## src/sv/rse_pkg.sv

```systemverilog
// shared constants, types and functions for the rgb sobel edge magnitude block
package rse_pkg;
	localparam int MaxWidthDefault = 4096;
	localparam int MaxHeight = 4096;
	localparam int PixW = 24;
	localparam logic [12:0] WidthReset = 13'd640;
	localparam logic [12:0] HeightReset = 13'd480;
	localparam logic [1:0] RegWidth = 2'd0;
	localparam logic [1:0] RegHeight = 2'd1;
	localparam int SumW = 18;

	typedef struct packed {
		logic        valid;
		logic [11:0] col;
		logic [11:0] row;
		logic        last;
		logic        done;
	} rse_tag_t;

	// one channel of the 1,5,1 weighted gradients, squared, summed and saturated at 65536
	function automatic logic [SumW-1:0] sq_sum(input logic [7:0] l0, l1, l2, m0, m2,
			r0, r1, r2);
		logic signed [24:0] gx, gy;
		logic [24:0] s;
		begin
			gx = $signed({5'd0, l2}) - $signed({5'd0, l0})
				+ 13'sd5 * ($signed({5'd0, m2}) - $signed({5'd0, m0}))
				+ $signed({5'd0, r2}) - $signed({5'd0, r0});
			gy = $signed({5'd0, l0}) - $signed({5'd0, r0})
				+ 13'sd5 * ($signed({5'd0, l1}) - $signed({5'd0, r1}))
				+ $signed({5'd0, l2}) - $signed({5'd0, r2});
			s = 25'(gx * gx) + 25'(gy * gy);
			sq_sum = (s >= 25'd65536) ? 18'h10000 : {1'b0, s[16:0]};
		end
	endfunction
endpackage

```

## src/sv/rse_root_cell.sv

```systemverilog
// one cell of the square root chain: decides one result bit per cycle while en is high
module rse_root_cell #(
	parameter int Bit = 7
) (
	input  logic                   clk,
	input  logic                   arst_n,
	input  logic                   en,
	input  logic [3*rse_pkg::SumW-1:0] sum_in,
	input  logic [23:0]            root_in,
	input  rse_pkg::rse_tag_t      tag_in,
	output logic [3*rse_pkg::SumW-1:0] sum_out,
	output logic [23:0]            root_out,
	output rse_pkg::rse_tag_t      tag_out
);
	import rse_pkg::*;
	logic [23:0] root_d;
	always_comb begin
		for (int k = 0; k < 3; k++) begin
			logic [7:0] t;
			logic [SumW-1:0] s;
			t = root_in[k*8 +: 8] | 8'(1 << Bit);
			s = sum_in[k*SumW +: SumW];
			if (s[SumW-1]) root_d[k*8 +: 8] = 8'hff;
			else if ({2'b0, {8'd0, t} * {8'd0, t}} <= s) root_d[k*8 +: 8] = t;
			else root_d[k*8 +: 8] = root_in[k*8 +: 8];
		end
	end
	always_ff @(posedge clk or negedge arst_n) begin
		if (!arst_n) begin
			tag_out <= '0;
		end else if (en) begin
			tag_out <= tag_in;
		end
	end
	always_ff @(posedge clk) begin
		if (en) begin
			sum_out <= sum_in;
			root_out <= root_d;
		end
	end
endmodule

```

## config.mk

```make
export PLATFORM = sky130hd
export DESIGN_NAME = rse_root_cell
export DESIGN_NICKNAME = d
export VERILOG_FILES = /design/src/sv/rse_pkg.sv /design/src/sv/rse_root_cell.sv
export SDC_FILE = /design/constraint.sdc
export NUM_CORES = 1
export LEC_CHECK = 0
export BUFFER_PORTS_ARGS = -buffer_cell sky130_fd_sc_hd__buf_2
export CAP_MARGIN = 25
export CELL_PAD_IN_SITES_DETAIL_PLACEMENT = 1
export CELL_PAD_IN_SITES_GLOBAL_PLACEMENT = 2
export CORE_MARGIN = 2
export CORE_UTILIZATION = 35
export CTS_CLUSTER_SIZE = 30
export DETAILED_ROUTE_END_ITERATION = 10
export PLACE_DENSITY = 0.93
export SYNTH_ARGS = -nofsm -noshare
export SYNTH_HDL_FRONTEND = slang
export SYNTH_SLANG_ARGS = --single-unit
```

## constraint.sdc

```tcl
create_clock -name clk -period 0.9 [get_ports clk]
set_input_delay 0.135 -clock clk [delete_from_list [all_inputs] [get_ports clk]]
set_output_delay 0.135 -clock clk [all_outputs]
set_load 0.01 [all_outputs]
```

==> flow_summary.json, run 1 <==
{
  "timing.final.crit_share": 5.383,
  "htreeDepth": 3,
  "r2r_start": "tag_out[3]$_DFFE_PN0P_",
  "dp_cells": 1797,
  "cellPowerDensity_mw_per_mm2": 2540,
  "crit_arrival_ps": 4950,
  "nets": 1842,
  "grt_max_degree": 34,
  "startpoint_type": "input port",
  "cpMaxStageDelayCell": "fa_1",
  "synth_edf_count": 78,
  "gr-total-overflow": 0,
  "cp_slowest_stage_delay_ps": 540,
  "final_cells": 1896,
  "hpwl_um": 25530,
  "seq_area_mm2": 0.003018,
  "synth-main-ff-cell": "edfxtp_1",
  "fillers": 3181,
  "core_mm2": 0.02847,
  "worst_r2r_path_depth": 3,
  "synth_area_per_cell_um2": 10.09,
  "grt_pass1_wl_um": 55690,
  "async_flop_share": 0.2571,
  "clock_sink_count": 105,
  "status": "finished with violations",
  "relSlewSlack": 0.6135,
  "path_max_fanout": 5,
  "vias_per_cell": 4.912,
  "syn_to_final_growth_pct": 50.54,
  "required_ps": 1000,
  "synthDistinctLibCells": 61,
  "synth_area_mm2": 0.01005,
  "finClkSkew_ps": 0,
  "cpLargestDelayFamily": "adder cells",
  "drive_gt1_frac": 0.4218,
  "worstHoldStart": "tag_in[16]",
  "vdd_drop_max_mv": 1.493,
  "criticalPathCategory": "in2reg",
  "cap_violations": 0,
  "fmax_mhz": 206.4,
  "first_global_vias": 10600,
  "antenna_left": 0,
  "cts_buffers": 9,
  "rr_endpoint": "tag_out[3]$_DFFE_PN0P_",
  "yosys_warnings": 0,
  "root_buffer": "clkbuf_16",
  "tightest_slew_ps": 579.7,
  "hold_end": "tag_out[16]$_DFFE_PN0P_",
  "dieArea_mm2": 0.03008,
  "hold_path.class": "in2reg",
  "clk_latency_ps": 360,
  "die-height_um": 173.4,
  "num_rows": 62,
  "multiInputGateArea_mm2": 0.006792,
  "totalPowerFinal_uw": 38420,
  "die_w_um": 173.4,
  "crit_chain": "buf_6, clkinvlp_4, buf_4, fa_1, inv_1, fa_1, ha_1, inv_1, fa_1, inv_1, ha_1, a211o_1, a21oi_2, buf_4, buf_4, o21ai_2, nor4_2, a211oi_1, ha_1, nand2_4, nor4_4, nor4b_4, a22oi_1",
  "crit_buf_inv": 8,
  "grt_usage": 0.2360,
  "synth_seq_cells": 105,
  "drt-wirelength-per-cell_um": 18.59,
  "clk_pin_slew_ps": 80,
  "min_delay_path_depth": 2,
  "synth_fp_nets": 1335,
  "seq_area_frac_synth": 0.3003,
  "drcViolationCount": 0,
  "initial_core_util": 0.3529,
  "setup_slack_ps": -3945,
  "drt_pass1_iterations": 4,
  "num_vias": 9313,
  "clockBufferDepth": 2,
  "violations": "negative setup slack",
  "power.leakage_uw": 0.007704,
  "min_period_ps": 4845,
  "globalplace.congestion": 0.8304,
  "cts_tree": "done",
  "synth_cells": 996,
  "grt_setup_unrepaired": "yes",
  "drtIter0Drc": 357,
  "critPathCaptureType": "flip-flop",
  "setup_viol": 110,
  "drt_wl_total_um": 35240,
  "io_pins": 213,
  "finalHoldViolCount": 0,
  "reg2reg_slack_ps": -100,
  "drv_slew": 0,
  "antenna_found_initial": 4,
  "io_buffers": 212
}
-- report_power, final --
group / switching [uW] / internal [uW] / total (uW)
Sequential: 158 / 5650 / 5810
Combinational: 14500 / 13800 / 28300
Clock: 2100 / 2260 / 4360
Total: 16700 / 21700 / 38400
-- registers in the layout, indices dropped and copies added, names as in the netlist --
signal / count
sum_out: 54
tag_out: 27
root_out: 24
-- timing repair --
item | in CTS | in global routing
setup endpoints to repair | 108 | 110
pin swaps | 54 | 32
hold endpoints to repair | 85 | 0
hold buffers | 59 | 0
buffers inserted | 8 | 13
resized for setup | 133 | 42
-- worst max-delay path by stage --
stage	from	end	slack, ps	cells past startpoint
2_1_floorplan	root_in[2]	root_out[7]$_SDFFCE_PP1P_	-3990	19
3_3_place_gp	root_in[10]	root_out[15]$_SDFFCE_PP1P_	-4650	22
3_5_place_dp	root_in[14]	root_out[15]$_SDFFCE_PP1P_	-5000	22
4_1_cts	root_in[12]	root_out[15]$_SDFFCE_PP1P_	-3890	23
5_1_grt	root_in[2]	root_out[7]$_SDFFCE_PP1P_	-4150	23
6_report	root_in[2]	root_out[7]$_SDFFCE_PP1P_	-3940	23
-- per-stage QoR --
step,setup TNS [ps],util,hold WS (ps),setup WS (ps),instance area [um^2]
2_1_floorplan,-11750,-,-160.6,-3992,10240
5_1_grt,-28760,0.5313,0.2354,-4155,15130
3_5_place_dp,-19250,0.4692,164.8,-5005,13360
4_1_cts,-26070,0.5204,0.1206,-3893,14820
6_report,-24970,0.5313,12.34,-3945,15130
3_3_place_gp,-17040,0.4692,158.1,-4646,13360
-- cell usage after synthesis, drive strengths merged, types with 15 or more instances --
cell type,n,area share
dfrtp,27,0.067
xor2,16,0.014
inv,228,0.085
edfxtp,78,0.23
a211oi,15,0.011
xnor2,27,0.024
a21o,16,0.012
ha,153,0.19
mux2,27,0.030
or2,30,0.019
a21oi,31,0.016
o21ai,24,0.012
nand2,54,0.020
nor2,74,0.028
fa,78,0.16
-- routing by layer --
layer	global-route usage	wire, um
met1	0.2569	13420
met2	0.4507	19250
met3	0.03377	1255
met4	0.1059	1316
met5	0	0
-- final cells by class --
class,count,share of cell area
clock buffers,12,0.01836
flip-flops and latches,105,0.1995
well taps,384,0.03176
multi-input cells,654,0.4490
clock inverters,4,0.002647
diodes,4,0.0006617
inverters,228,0.05773
repair buffers,505,0.2404
-- cell families (layout without fill, tap and decap cells) --
family	count (synthesis)	count (layout)	share of synthesized area
buffers and inverters	237	749	0.08878
XOR/XNOR	43	43	0.03748
multiplexers	28	28	0.03125
AO/OA/AOI/OAI	134	134	0.09127
adder cells (fa/ha/maj)	231	231	0.3459
other	0	4	0
flip-flops	105	105	0.3003
AND/OR/NAND/NOR	218	218	0.1050
-- cell usage in the layout, fill, tap and decap left out, types with 20 or more instances in the layout --
cell and n:
or2_2 29, inv_2 20, dlygate4sd3_1 59, nand2_1 43, mux2_2 25, buf_4 229, dfrtp_1 27, a21oi_1 25
buf_2 188, ha_1 140, xnor2_1 24, fa_1 69, edfxtp_1 78, inv_1 203, buf_6 20, nor2_1 69
Note: power is estimated with default switching activity, not from simulation.
==> run 2: changes to the inputs <==
--- a/config.mk
+++ b/config.mk
@@ -13,6 +13,8 @@
 export CORE_UTILIZATION = 35
 export CTS_CLUSTER_SIZE = 30
 export DETAILED_ROUTE_END_ITERATION = 10
+export HOLD_SLACK_MARGIN = 0.06
+export MAX_ROUTING_LAYER = met4
 export PLACE_DENSITY = 0.93
 export SYNTH_ARGS = -nofsm -noshare
 export SYNTH_HDL_FRONTEND = slang
==> run 2 against run 1 <==
The run still ends with negative setup slack left. Worst setup slack got worse by 110 ps. Routed wire length increased by 5.4%. Non-clock buffer count is 15 higher. Clock skew did not move. Sequential power barely moved. Core utilization up 0.77 points. Die area unchanged. Sequential cell count did not move. First-iteration DRC count up 9.0%. Global-route usage grew 1.3 points.
==> flow_summary.json, run 2 (synthesis results as in run 1) <==
{
  "clk_pin_slew_ps": 80,
  "critPathCaptureType": "flip-flop",
  "die_w_um": 173.4,
  "tightest_slew_ps": 592.5,
  "ctsHoldBuffers": 76,
  "antenna_found_initial": 3,
  "finClkSkew_ps": 0,
  "power.switching_uw": 17090,
  "hpwl_um": 25530,
  "io_pins": 213,
  "finalHoldViolCount": 0,
  "min_delay_path_depth": 2,
  "criticalPathCategory": "in2reg",
  "setup_viol": 112,
  "p_comb_frac": 0.740,
  "status": "finished with violations",
  "drive_gt1_frac": 0.4209,
  "grt_setup_unrepaired": "yes",
  "cellPowerDensity_mw_per_mm2": 2548,
  "grt_usage": 0.2487,
  "antenna_left": 0,
  "setup_slack_ps": -4053,
  "first_global_vias": 10790,
  "crit_arrival_ps": 5060,
  "power_frac_seq": 0.149,
  "clock_sink_count": 105,
  "gr-total-overflow": 0,
  "internal_power_uw": 22020,
  "drt_pass1_iterations": 7,
  "drv_slew": 0,
  "wl_met3_um": 1210,
  "met2WireLength_um": 20480,
  "nets": 1857,
  "top_regs": "sum_out: 54 flops, tag_out: 27 flops, root_out: 24 flops",
  "vdd_drop_max_mv": 1.539,
  "cap_violations": 0,
  "required_ps": 1010,
  "grt_max_degree": 34,
  "startpoint_type": "input port",
  "cts_tree": "done",
  "top_layer": "met4",
  "core_mm2": 0.02847,
  "final_core_utilization": 0.5391,
  "drt_wl_total_um": 37150,
  "drcViolationCount": 0,
  "drt-wirelength-per-cell_um": 19.45,
  "clockBufferDepth": 2,
  "clkPwrFrac": 0.112,
  "max_flop_register": "sum_out",
  "vias_per_cell": 4.952,
  "totalPowerFinal_uw": 39110,
  "dp_cells": 1797,
  "globalplace.congestion": 0.8455,
  "initial_core_util": 0.3529,
  "htreeDepth": 3,
  "clk_latency_ps": 360,
  "dieArea_mm2": 0.03008,
  "path_max_fanout": 4,
  "root_buffer": "clkbuf_16",
  "switching_share": 0.4369,
  "relSlewSlack": 0.6050,
  "layout_commonest_cell": "buf_4",
  "min_period_ps": 4953,
  "worst_r2r_path_depth": 3,
  "hold_path.class": "in2reg",
  "final_cells": 1910,
  "io_buffers": 212,
  "fmax_mhz": 201.9,
  "num_vias": 9459,
  "power.leakage_uw": 0.007770,
  "cts_buffers": 9,
  "violations": "negative setup slack",
  "drtIter0Drc": 389,
  "layout_common_cells": "229 x buf_4, 203 x inv_1, 185 x buf_2",
  "largest_register_ffs": 54,
  "num_rows": 62,
  "die-height_um": 173.4,
  "timing.final.crit_share": 5.503,
  "syn_to_final_growth_pct": 52.73,
  "grt_pass1_wl_um": 57160,
  "m1WireLength_um": 13950
}
## run 2: cell types whose count changed in the layout (fill, tap and decap cells not counted), moves of 3 or more
cell / before / now
dlygate4sd3_1: 59 / 76
buf_2: 188 / 185
ha_1: 140 / 137
ha_4: 13 / 16
## run 2: per-layer routing
layer  track usage  vias up
met5             -        -
met4       0.09605        0
met3       0.03004      119
met2        0.4668      288
met1        0.2655     4707
li1              -     4345
## run 2: worst max-delay path, stage by stage
cell and delay (ps):
buf_2 130, inv_1 130, buf_4 170, nor2_1 260
ha_1 300, xor2_1 230, xnor2_1 250, fa_1 510
fa_1 560, inv_1 60, ha_1 310, o21a_1 140
a21oi_2 220, buf_4 150, buf_4 100, o21ai_2 70
buf_4 170, xor2_1 150, ha_1 300, nand4_1 130
nor4_4 280, nor4b_4 240, a22oi_1 90
## run 2: worst paths after layout
path	from	end	slack, ps
setup / recovery	root_in[0]	root_out[7]$_SDFFCE_PP1P_	-4050
hold / removal	root_in[13]	root_out[13]$_SDFFCE_PP1P_	60
setup reg to reg	tag_out[3]$_DFFE_PN0P_	tag_out[3]$_DFFE_PN0P_	-80
hold reg to reg	tag_out[26]$_DFFE_PN0P_	tag_out[26]$_DFFE_PN0P_	510
max in group asynchronous	arst_n	tag_out[14]$_DFFE_PN0P_	190
min in group asynchronous	arst_n	tag_out[8]$_DFFE_PN0P_	320
## run 2: power groups by stage
stage,combinational (uW),clock [uW],sequential [uW]
2_1_floorplan,13900,0,6110
3_3_place_gp,21600,0,5880
3_5_place_dp,23000,0,5900
4_1_cts,26200,4450,5790
5_1_grt,31500,4620,5860
6_report,28900,4360,5820
## run 2: repair_timing
action                     CTS  global route
pin swaps                   54            38
gates resized for setup    133            51
setup endpoints to repair  108           110
hold endpoints to repair   106             1
gates cloned                 0             0
buffers inserted             8            10
## run 2: layout make-up
| type | instances | area, um^2 |
|---|---|---|
| fillers | 3167 | 13120 |
| multi-input cells | 654 | 6844 |
| repair buffers | 520 | 3806 |
| flip-flops and latches | 105 | 3018 |
| inverters | 228 | 873.3 |
| well taps | 384 | 480.5 |
| clock buffers | 12 | 277.8 |
| clock inverters | 4 | 40.04 |
| diodes | 3 | 7.507 |
## run 2: through the flow
step           TNS, ps  area, um^2  hold slack (ps)  worst slack (ps)
5_1_grt         -29280       15350            57.46             -4234
3_5_place_dp    -19250       13360            164.8             -5005
2_1_floorplan   -11750       10240           -160.6             -3992
6_report        -25190       15350            57.39             -4053
4_1_cts         -26070       14990            41.71             -3893
3_3_place_gp    -17040       13360            158.1             -4646
